### config.mk
export PLATFORM = sky130hd
export DESIGN_NAME = simulated_binary_crossover_top
export DESIGN_NICKNAME = d
export VERILOG_FILES = /design/src/hw/rtl/sbx_pkg.sv /design/src/hw/rtl/simulated_binary_crossover_top.sv
export SDC_FILE = /design/constraint.sdc
export NUM_CORES = 2
export LEC_CHECK = 0
export ABC_CLOCK_PERIOD_IN_PS = 23600
export BUFFER_PORTS_ARGS = -buffer_cell sky130_fd_sc_hd__buf_2
export CORE_UTILIZATION = 30
export CTS_BUF_LIST = sky130_fd_sc_hd__clkbuf_2
export DETAILED_ROUTE_END_ITERATION = 8
export PLACE_DENSITY = 0.42
export SLEW_MARGIN = 20
export SYNTH_ARGS = -nofsm -noshare
export SYNTH_HDL_FRONTEND = slang
export SYNTH_SLANG_ARGS = --single-unit
### constraint.sdc
create_clock -name clk -period 23.6 [get_ports clk]
set_input_delay 4.72 -clock clk [delete_from_list [all_inputs] [get_ports clk]]
set_output_delay 4.72 -clock clk [all_outputs]
set_load 0.01 [all_outputs]
### src/hw/rtl/sbx_pkg.sv
// shared types and constants for the crossover block
// no dependencies
`default_nettype none

package sbx_pkg;

    localparam int GeneW    = 16;
    localparam int EtaW     = 15;
    localparam int BetaW    = 32;
    localparam logic [EtaW-1:0]  EtaReset = 15'd5120;
    localparam logic [BetaW-1:0] BetaOne  = 32'd65536;
    localparam logic [GeneW:0]   GeneMax  = 17'd32768;

    typedef enum logic [3:0] {
        ST_IDLE,
        ST_DIV,
        ST_NORM,
        ST_LOG,
        ST_SCALE,
        ST_EXPO,
        ST_SHIFT,
        ST_MUL,
        ST_OUT
    } state_t;

    typedef logic [15:0][30:0] root_tab_t;

    function automatic logic [63:0] isqrt64(input logic [63:0] val);
        logic [63:0] v;
        logic [63:0] r;
        logic [63:0] bitv;
        v = val;
        r = '0;
        bitv = 64'd1 << 62;
        for (int i = 0; i < 32; i++)
        begin
            if (v >= r + bitv)
            begin
                v = v - (r + bitv);
                r = (r >> 1) + bitv;
            end
            else
            begin
                r = r >> 1;
            end
            bitv = bitv >> 2;
        end
        return r;
    endfunction

    // roots 2^(2^-j) in q1.30, j from 1
    function automatic root_tab_t make_roots();
        root_tab_t   t;
        logic [63:0] root;
        root = isqrt64(64'd1 << 61);
        for (int j = 0; j < 16; j++)
        begin
            t[j] = root[30:0];
            root = isqrt64(root << 30);
        end
        return t;
    endfunction

    localparam root_tab_t Roots = make_roots();

endpackage

`default_nettype wire

### src/hw/rtl/simulated_binary_crossover_top.sv
// simulated binary crossover over a stream of gene pairs
// depends on sbx_pkg
//
// Each transfer carries one gene pair and gives one child pair. A pair
// without the first mark is accepted, then its product is formed on the
// shared 32x32 multiplier, then sum and clamp go to the output register.
// A first pair recomputes beta on the same multiplier and a shared
// 32-step restoring divider: normalise, log squarings, scale, divide, root
// products and shift, in that order. A draw above one half first goes
// through the divider and then to normalise. A zero draw skips all this.
// A result that waits on the output register holds the next sum and clamp
// step until it is taken. The input is not ready while a pair is in work.
`default_nettype none

module simulated_binary_crossover_top (
    input  wire logic        clk,
    input  wire logic        rst_n,
    input  wire logic        s_axis_tvalid,
    output logic             s_axis_tready,
    input  wire logic [47:0] s_axis_tdata,  // uniform_draw, parent_a_gene, parent_b_gene
    input  wire logic        s_axis_tuser,  // first_gene
    input  wire logic        s_axis_tlast,  // last_gene
    output logic             m_axis_tvalid,
    input  wire logic        m_axis_tready,
    output logic [31:0]      m_axis_tdata,  // child_a_gene, child_b_gene
    output logic             m_axis_tlast,  // last_child
    input  wire logic        cfg_valid,
    output logic             cfg_ready,
    input  wire logic [sbx_pkg::EtaW-1:0] cfg_data
);
    import sbx_pkg::*;

    state_t            state_reg, state_next;
    logic [EtaW-1:0]   eta_reg;
    logic [BetaW-1:0]  beta_reg, beta_next;
    logic [15:0]       a_reg, a_next, b_reg, b_next;
    logic              last_reg, last_next;
    logic [4:0]        cnt_reg, cnt_next;
    logic              phase_reg, phase_next;
    logic [31:0]       quo_reg, quo_next;
    logic [15:0]       rem_reg, rem_next;
    logic [15:0]       dvs_reg, dvs_next;
    logic [31:0]       m_reg, m_next;
    logic [4:0]        n_reg, n_next;
    logic [15:0]       frac_reg, frac_next;
    logic              neg_reg, neg_next;
    logic signed [5:0] ip_reg, ip_next;
    logic [15:0]       f_reg, f_next;
    logic [30:0]       p_reg, p_next;
    logic [47:0]       prod_reg, prod_next;
    logic              dneg_reg, dneg_next;
    logic              ovalid_reg, ovalid_next;
    logic [15:0]       ca_reg, ca_next, cb_reg, cb_next;
    logic              olast_reg, olast_next;

    logic [31:0] mul_x, mul_y;
    logic [63:0] mul_p;
    logic [16:0] trial;
    logic        fits;
    logic [32:0] sq;
    logic [20:0] lmag;
    logic [21:0] eval;
    logic [4:0]  sh;
    logic [31:0] shr;
    logic [16:0] dsum;
    logic [16:0] ddiff;
    logic [15:0] dmag;
    logic signed [50:0] base, spread, sa, sb;
    logic [15:0] u_in;

    assign mul_p = mul_x * mul_y;
    assign trial = {rem_reg, quo_reg[31]};
    assign fits  = trial >= {1'b0, dvs_reg};
    assign sq    = mul_p[63:31];
    assign u_in  = s_axis_tdata[15:0];

    function automatic logic [15:0] clamp(input logic signed [50:0] s);
        logic signed [50:0] c;
        c = s >>> 17;
        if (s < 0)
            return 16'd0;
        else if (c > $signed({34'd0, GeneMax}))
            return GeneMax[15:0];
        else
            return c[15:0];
    endfunction

    always_ff @(posedge clk or negedge rst_n)
    begin
        if (!rst_n)
        begin
            state_reg  <= ST_IDLE;
            eta_reg    <= EtaReset;
            beta_reg   <= BetaOne;
            ovalid_reg <= 1'b0;
        end
        else
        begin
            state_reg  <= state_next;
            beta_reg   <= beta_next;
            ovalid_reg <= ovalid_next;
            if (cfg_valid && cfg_ready)
                eta_reg <= cfg_data;
        end
    end

    always_ff @(posedge clk)
    begin
        a_reg     <= a_next;
        b_reg     <= b_next;
        last_reg  <= last_next;
        cnt_reg   <= cnt_next;
        phase_reg <= phase_next;
        quo_reg   <= quo_next;
        rem_reg   <= rem_next;
        dvs_reg   <= dvs_next;
        m_reg     <= m_next;
        n_reg     <= n_next;
        frac_reg  <= frac_next;
        neg_reg   <= neg_next;
        ip_reg    <= ip_next;
        f_reg     <= f_next;
        p_reg     <= p_next;
        prod_reg  <= prod_next;
        dneg_reg  <= dneg_next;
        ca_reg    <= ca_next;
        cb_reg    <= cb_next;
        olast_reg <= olast_next;
    end

    always_comb
    begin
        state_next  = state_reg;
        beta_next   = beta_reg;
        a_next      = a_reg;
        b_next      = b_reg;
        last_next   = last_reg;
        cnt_next    = cnt_reg;
        phase_next  = phase_reg;
        quo_next    = quo_reg;
        rem_next    = rem_reg;
        dvs_next    = dvs_reg;
        m_next      = m_reg;
        n_next      = n_reg;
        frac_next   = frac_reg;
        neg_next    = neg_reg;
        ip_next     = ip_reg;
        f_next      = f_reg;
        p_next      = p_reg;
        prod_next   = prod_reg;
        dneg_next   = dneg_reg;
        ca_next     = ca_reg;
        cb_next     = cb_reg;
        olast_next  = olast_reg;
        ovalid_next = ovalid_reg;
        mul_x       = '0;
        mul_y       = '0;
        lmag        = '0;
        eval        = '0;
        sh          = '0;
        shr         = '0;
        dsum        = '0;
        ddiff       = '0;
        dmag        = '0;
        base        = '0;
        spread      = '0;
        sa          = '0;
        sb          = '0;

        if (ovalid_reg && m_axis_tready)
            ovalid_next = 1'b0;

        unique case (state_reg)
            ST_IDLE:
            begin
                if (s_axis_tvalid)
                begin
                    a_next    = s_axis_tdata[31:16];
                    b_next    = s_axis_tdata[47:32];
                    last_next = s_axis_tlast;
                    if (!s_axis_tuser)
                        state_next = ST_MUL;
                    else if (u_in == 16'd0)
                    begin
                        beta_next  = '0;
                        state_next = ST_MUL;
                    end
                    else if (u_in <= 16'd32768)
                    begin
                        m_next     = {15'd0, u_in, 1'b0};
                        n_next     = 5'd31;
                        state_next = ST_NORM;
                    end
                    else
                    begin
                        quo_next   = 32'h8000_0000;
                        rem_next   = '0;
                        dvs_next   = 16'd0 - u_in;
                        cnt_next   = 5'd31;
                        phase_next = 1'b0;
                        state_next = ST_DIV;
                    end
                end
            end
            ST_DIV:
            begin
                rem_next = fits ? 16'(trial - {1'b0, dvs_reg}) : trial[15:0];
                quo_next = {quo_reg[30:0], fits};
                cnt_next = cnt_reg - 5'd1;
                if (cnt_reg == 5'd0)
                begin
                    if (!phase_reg)
                    begin
                        m_next     = {quo_reg[30:0], fits};
                        n_next     = 5'd31;
                        state_next = ST_NORM;
                    end
                    else
                    begin
                        eval       = neg_reg ? 22'd0 - {1'b0, quo_reg[19:0], fits}
                                             : {1'b0, quo_reg[19:0], fits};
                        ip_next    = $signed(eval[21:16]);
                        f_next     = eval[15:0];
                        p_next     = 31'd1 << 30;
                        cnt_next   = 5'd15;
                        state_next = ST_EXPO;
                    end
                end
            end
            ST_NORM:
            begin
                if (m_reg[31])
                begin
                    cnt_next   = 5'd15;
                    frac_next  = '0;
                    state_next = ST_LOG;
                end
                else
                begin
                    m_next = {m_reg[30:0], 1'b0};
                    n_next = n_reg - 5'd1;
                end
            end
            ST_LOG:
            begin
                mul_x     = m_reg;
                mul_y     = m_reg;
                frac_next = {frac_reg[14:0], sq[32]};
                m_next    = sq[32] ? sq[32:1] : sq[31:0];
                cnt_next  = cnt_reg - 5'd1;
                if (cnt_reg == 5'd0)
                    state_next = ST_SCALE;
            end
            ST_SCALE:
            begin
                neg_next = !n_reg[4];
                if (!n_reg[4])
                    lmag = {5'd16 - n_reg, 16'd0} - {5'd0, frac_reg};
                else
                    lmag = {1'b0, n_reg[3:0], frac_reg};
                quo_next   = {3'd0, lmag, 8'd0};
                rem_next   = '0;
                dvs_next   = {1'b0, eta_reg} + 16'd256;
                cnt_next   = 5'd31;
                phase_next = 1'b1;
                state_next = ST_DIV;
            end
            ST_EXPO:
            begin
                mul_x = {1'b0, p_reg};
                mul_y = {1'b0, Roots[~cnt_reg[3:0]]};
                if (f_reg[cnt_reg[3:0]])
                    p_next = mul_p[60:30];
                cnt_next = cnt_reg - 5'd1;
                if (cnt_reg == 5'd0)
                    state_next = ST_SHIFT;
            end
            ST_SHIFT:
            begin
                if (ip_reg <= 6'sd14)
                begin
                    sh  = 5'(6'sd14 - ip_reg);
                    shr = {1'b0, p_reg} >> sh;
                end
                else
                begin
                    shr = {p_reg, 1'b0};
                end
                beta_next  = shr;
                state_next = ST_MUL;
            end
            ST_MUL:
            begin
                ddiff      = {1'b0, a_reg} - {1'b0, b_reg};
                dneg_next  = ddiff[16];
                dmag       = ddiff[16] ? 16'(17'd0 - ddiff) : ddiff[15:0];
                mul_x      = beta_reg;
                mul_y      = {16'd0, dmag};
                prod_next  = mul_p[47:0];
                state_next = ST_OUT;
            end
            ST_OUT:
            begin
                dsum   = {1'b0, a_reg} + {1'b0, b_reg};
                base   = $signed({18'd0, dsum, 16'd0});
                spread = dneg_reg ? -$signed({3'd0, prod_reg}) : $signed({3'd0, prod_reg});
                sa     = base + spread;
                sb     = base - spread;
                if (!ovalid_reg || m_axis_tready)
                begin
                    ca_next     = clamp(sa);
                    cb_next     = clamp(sb);
                    olast_next  = last_reg;
                    ovalid_next = 1'b1;
                    state_next  = ST_IDLE;
                end
            end
            default:
            begin
                state_next = ST_IDLE;
            end
        endcase
    end

    assign s_axis_tready = (state_reg == ST_IDLE);
    assign cfg_ready     = 1'b1;
    assign m_axis_tvalid = ovalid_reg;
    assign m_axis_tdata  = {cb_reg, ca_reg};
    assign m_axis_tlast  = olast_reg;

endmodule

`default_nettype wire

==> impl_summary.md <==
Clock network
CTS placed an instance of clkbuf_2 at the clock tree root. The TritonCTS clock tree is built. After clock tree synthesis, the clock-pin slew on the worst setup and hold paths is 0.12 ns. Once the clock tree was built, the resizer swapped 0 gates to a different size. The CTS H-tree depth is 3. The longest clock path from root to sink contains 3 buffers. Counting every sink on the clock net gives 344.

The count of hold buffers inserted by post-cts repair is 0. For the worst-skew pair, the clock arrives at the later sink with an insertion delay of 1.40 ns. The number of clock buffers inserted by TritonCTS is 90. The total setup buffers inserted after CTS is 0.

Global routing
The first global-routing pass estimated 317.4 mm of wire. The number of global-route vias before repair was 47290. For this run, the total global-route usage over all layers was measured as 0.2237.

The initial antenna violation count is 17. After global routing the overflow that remains totals 0. Entering global routing, the biggest net connects 68 pins.

Logic synthesis
Yosys attributes the largest share of cell area to fa_1 (32%), edfxtp_1 (16%), ha_1 (8.1%). Averaged over all synthesized cells, the footprint is 8.952 um^2. Of all flip-flops after synthesis, the portion carrying an async set or reset was 0.1512. The count of flip-flops with a built-in enable after synthesis is 292. The number of warnings reported in the yosys synthesis log is 0. In this run the cell area of the synthesized design comes to 56270 um^2.

Among all flip-flop cells after synthesis, the most frequent one is edfxtp_1. The number of nets handed over by synthesis was 7620. The area share of the leading cell type in the synthesized netlist is 0.3202.

Yosys mapped the design onto 98 distinct sky130hd cell types. Synthesis handed over a netlist of 6285 instances. The share of the Yosys chip area taken by registers is 0.1790.

The post-synthesis cell type with the largest combined area is fa_1. After synthesis the netlist holds a flip-flop and latch count of 344.

Hold path
The worst hold path startpoint is last_reg. The worst min-delay path class is reg -> reg.

Critical path
The startpoint kind of the worst setup timing path is a flip-flop. Data on the critical path is required at its endpoint by 24.64 ns. By instance count, the cell type seen most on the critical path is inv_1. Of all nets on the critical path, the largest fanout is 32. The critical path starts at a_reg[0]. In this run the critical register-to-register path is launched from a_reg[0]. The delay contributed by the slowest stage of the critical path is 0.60 ns. Among all stages on the critical path, the largest delay is contributed by ha_1.

The worst setup path is captured at a flip-flop. For the worst setup path, the data arrival time is 15.07 ns. The critical path start-end classification is reg -> reg.

Cells and area
The final layout net count is 7620. The area growth from synthesis to layout is 8.052%. The number of flip-flops under the largest register name is 48. The design area is 60800 um^2.

Leaving out fill and tap cells, the most frequent cell in the layout is inv_1. Of the cells placed in the final design, the portion with a size suffix greater than 1 is 0.08778. The top cell types in the final layout, fill and taps aside, are inv_1 (1038), nand2_1 (951), fa_1 (900), nor2_1 (555), ha_1 (365).

Placed design
Routability-driven placement finished with a final weighted congestion of 0.8983. The setup slack at placement is 9.720 ns. After detailed placement, the total cell area comes to 59880 um^2. The number of input and output port buffers inserted is 104. Summed over all nets, the half-perimeter wirelength after detailed placement is 164.0 mm.

Detailed routing
The first detailed-routing pass ran for 9 iterations. The number of DRC markers after the initial detailed-route iteration is 3786. The sum of routed wire length over all layers is 212.2 mm. After detailed routing, the average wire length per cell comes to 24.00 um. The post-route DRC violation count is 0. The number of vias after detailed routing is 45610. The count of nets left with antenna violations once routing finished came out at 0.

The routed via count divided by cell count is 5.158.

STA
The highest clock rate is 71.30 MHz. Setup repair after global routing left no endpoint under its margin. The worst path in the final design needs a cycle of 14.03 ns, including I/O delays and setup. The max-slew violation count is 0.

The number of hold violations in the final report is 0. The final sum of negative setup slack is 0 ns. The worst-margin pin slew is 1.212 ns.

The final number of setup-violating endpoints is 0. In the finished design, the share of the clock period the worst path needs comes to 0.5943. Headroom to the max-slew limit came out at 0.1901. The post-route worst hold slack is 0.4374 ns.

Setup slack on the critical path of the routed design comes to 9.574 ns. The final clock skew is 0.1773 ns.

Floorplanning
After floorplanning, the core was sized to cover 185800 um^2. The die outline width is 435.1 um. The die covers 189300 um^2. The floorplan step set the die height to 435.1 um. The starting utilization of the core area is 0.3028. The row count is 158. 106 I/O pins were placed.

Run status
The flow ran to the end, and the final reports show no timing, DRC or antenna violations.

Run
Max-cap violations in this run came to 0.
## final timing paths
check	to	cells past startpoint	slack, ns
min in group asynchronous	eta_reg[8]	2	3.45
max in group asynchronous	beta_reg[21]	2	19.47
worst min register to register	m_axis_tlast	0	0.44
worst max-delay path	m_reg[26]	48	9.57
worst max register to register	m_reg[26]	48	9.57
worst min-delay path	m_axis_tlast	0	0.44
## stage by stage
step,instances,util
2_1_floorplan,6285,-
3_3_place_gp,8671,0.3223
3_5_place_dp,8671,0.3223
4_1_cts,8835,0.3269
5_1_grt,8841,0.3271
6_report,8842,0.3272
## critical path, delay by kind of cell (launching register included)
family	cells	cell delay, ns
AOI/OAI and AO/OA	14	3.28
xor gates and xnor gates	2	0.32
adders and majority gates	11	5.16
buffers and inverters	13	1.83
DFF	1	0.41
and+or+nand+nor	8	2.68
## synthesized netlist by cell type, drive strengths merged (12+ instances only)
library cell  number
mux2              25
o41ai             14
o221ai            12
a221oi            19
o211ai            19
a21oi            231
a221o             30
o21bai            32
nand2b            62
or2               26
a21o              57
a211oi            18
mux2i             45
edfxtp           292
inv             1039
or4               17
nand4             34
a21boi            14
xor2              59
nor3              94
mux4              13
fa               900
buf               31
nand3             77
nor4              38
nor2b             34
a22oi             27
o31ai             39
ha               365
or3               30
o21a              18
nor2             558
o21ai            172
and2              97
nand2            961
dfrtp             49
a31oi             46
a222oi            16
xnor2            175
and3              44
clkbuf           305
## final cells by class
cell class | instances | area [um^2]
Inverter | 1042 | 3913
Timing Repair Buffer | 244 | 1597
Multi-Input combinational cell | 4563 | 41240
Sequential cell | 344 | 10070
Clock buffer | 137 | 685.7
Antenna cell | 5 | 12.51
Clock inverter | 27 | 170.2
Tap cell | 2480 | 3103
Fill cell | 19770 | 125000
## kinds of logic after synthesis
family                     after synthesis  share of synthesized area
adders and majority gates             1265                     0.4014
other                                    1                 0.00006665
buffers and inverters                 1378                    0.09240
and+or+nand+nor                       2108                     0.1675
xor gates and xnor gates               234                    0.03656
muxes                                   83                    0.01821
AOI/OAI and AO/OA                      872                     0.1048
DFF                                    344                     0.1790
## per-layer routing
layer,up-vias,wire [um],global-route usage
met2,1465,98890,0.3651
li1,20280,-,-
met5,-,13,0
met1,23580,95830,0.3131
met3,286,11720,0.02611
met4,2,5755,0.05793
Power is left out: the tool's default activity adds up to more than one toggle a clock period on the data nets, which glitch-free logic cannot reach.
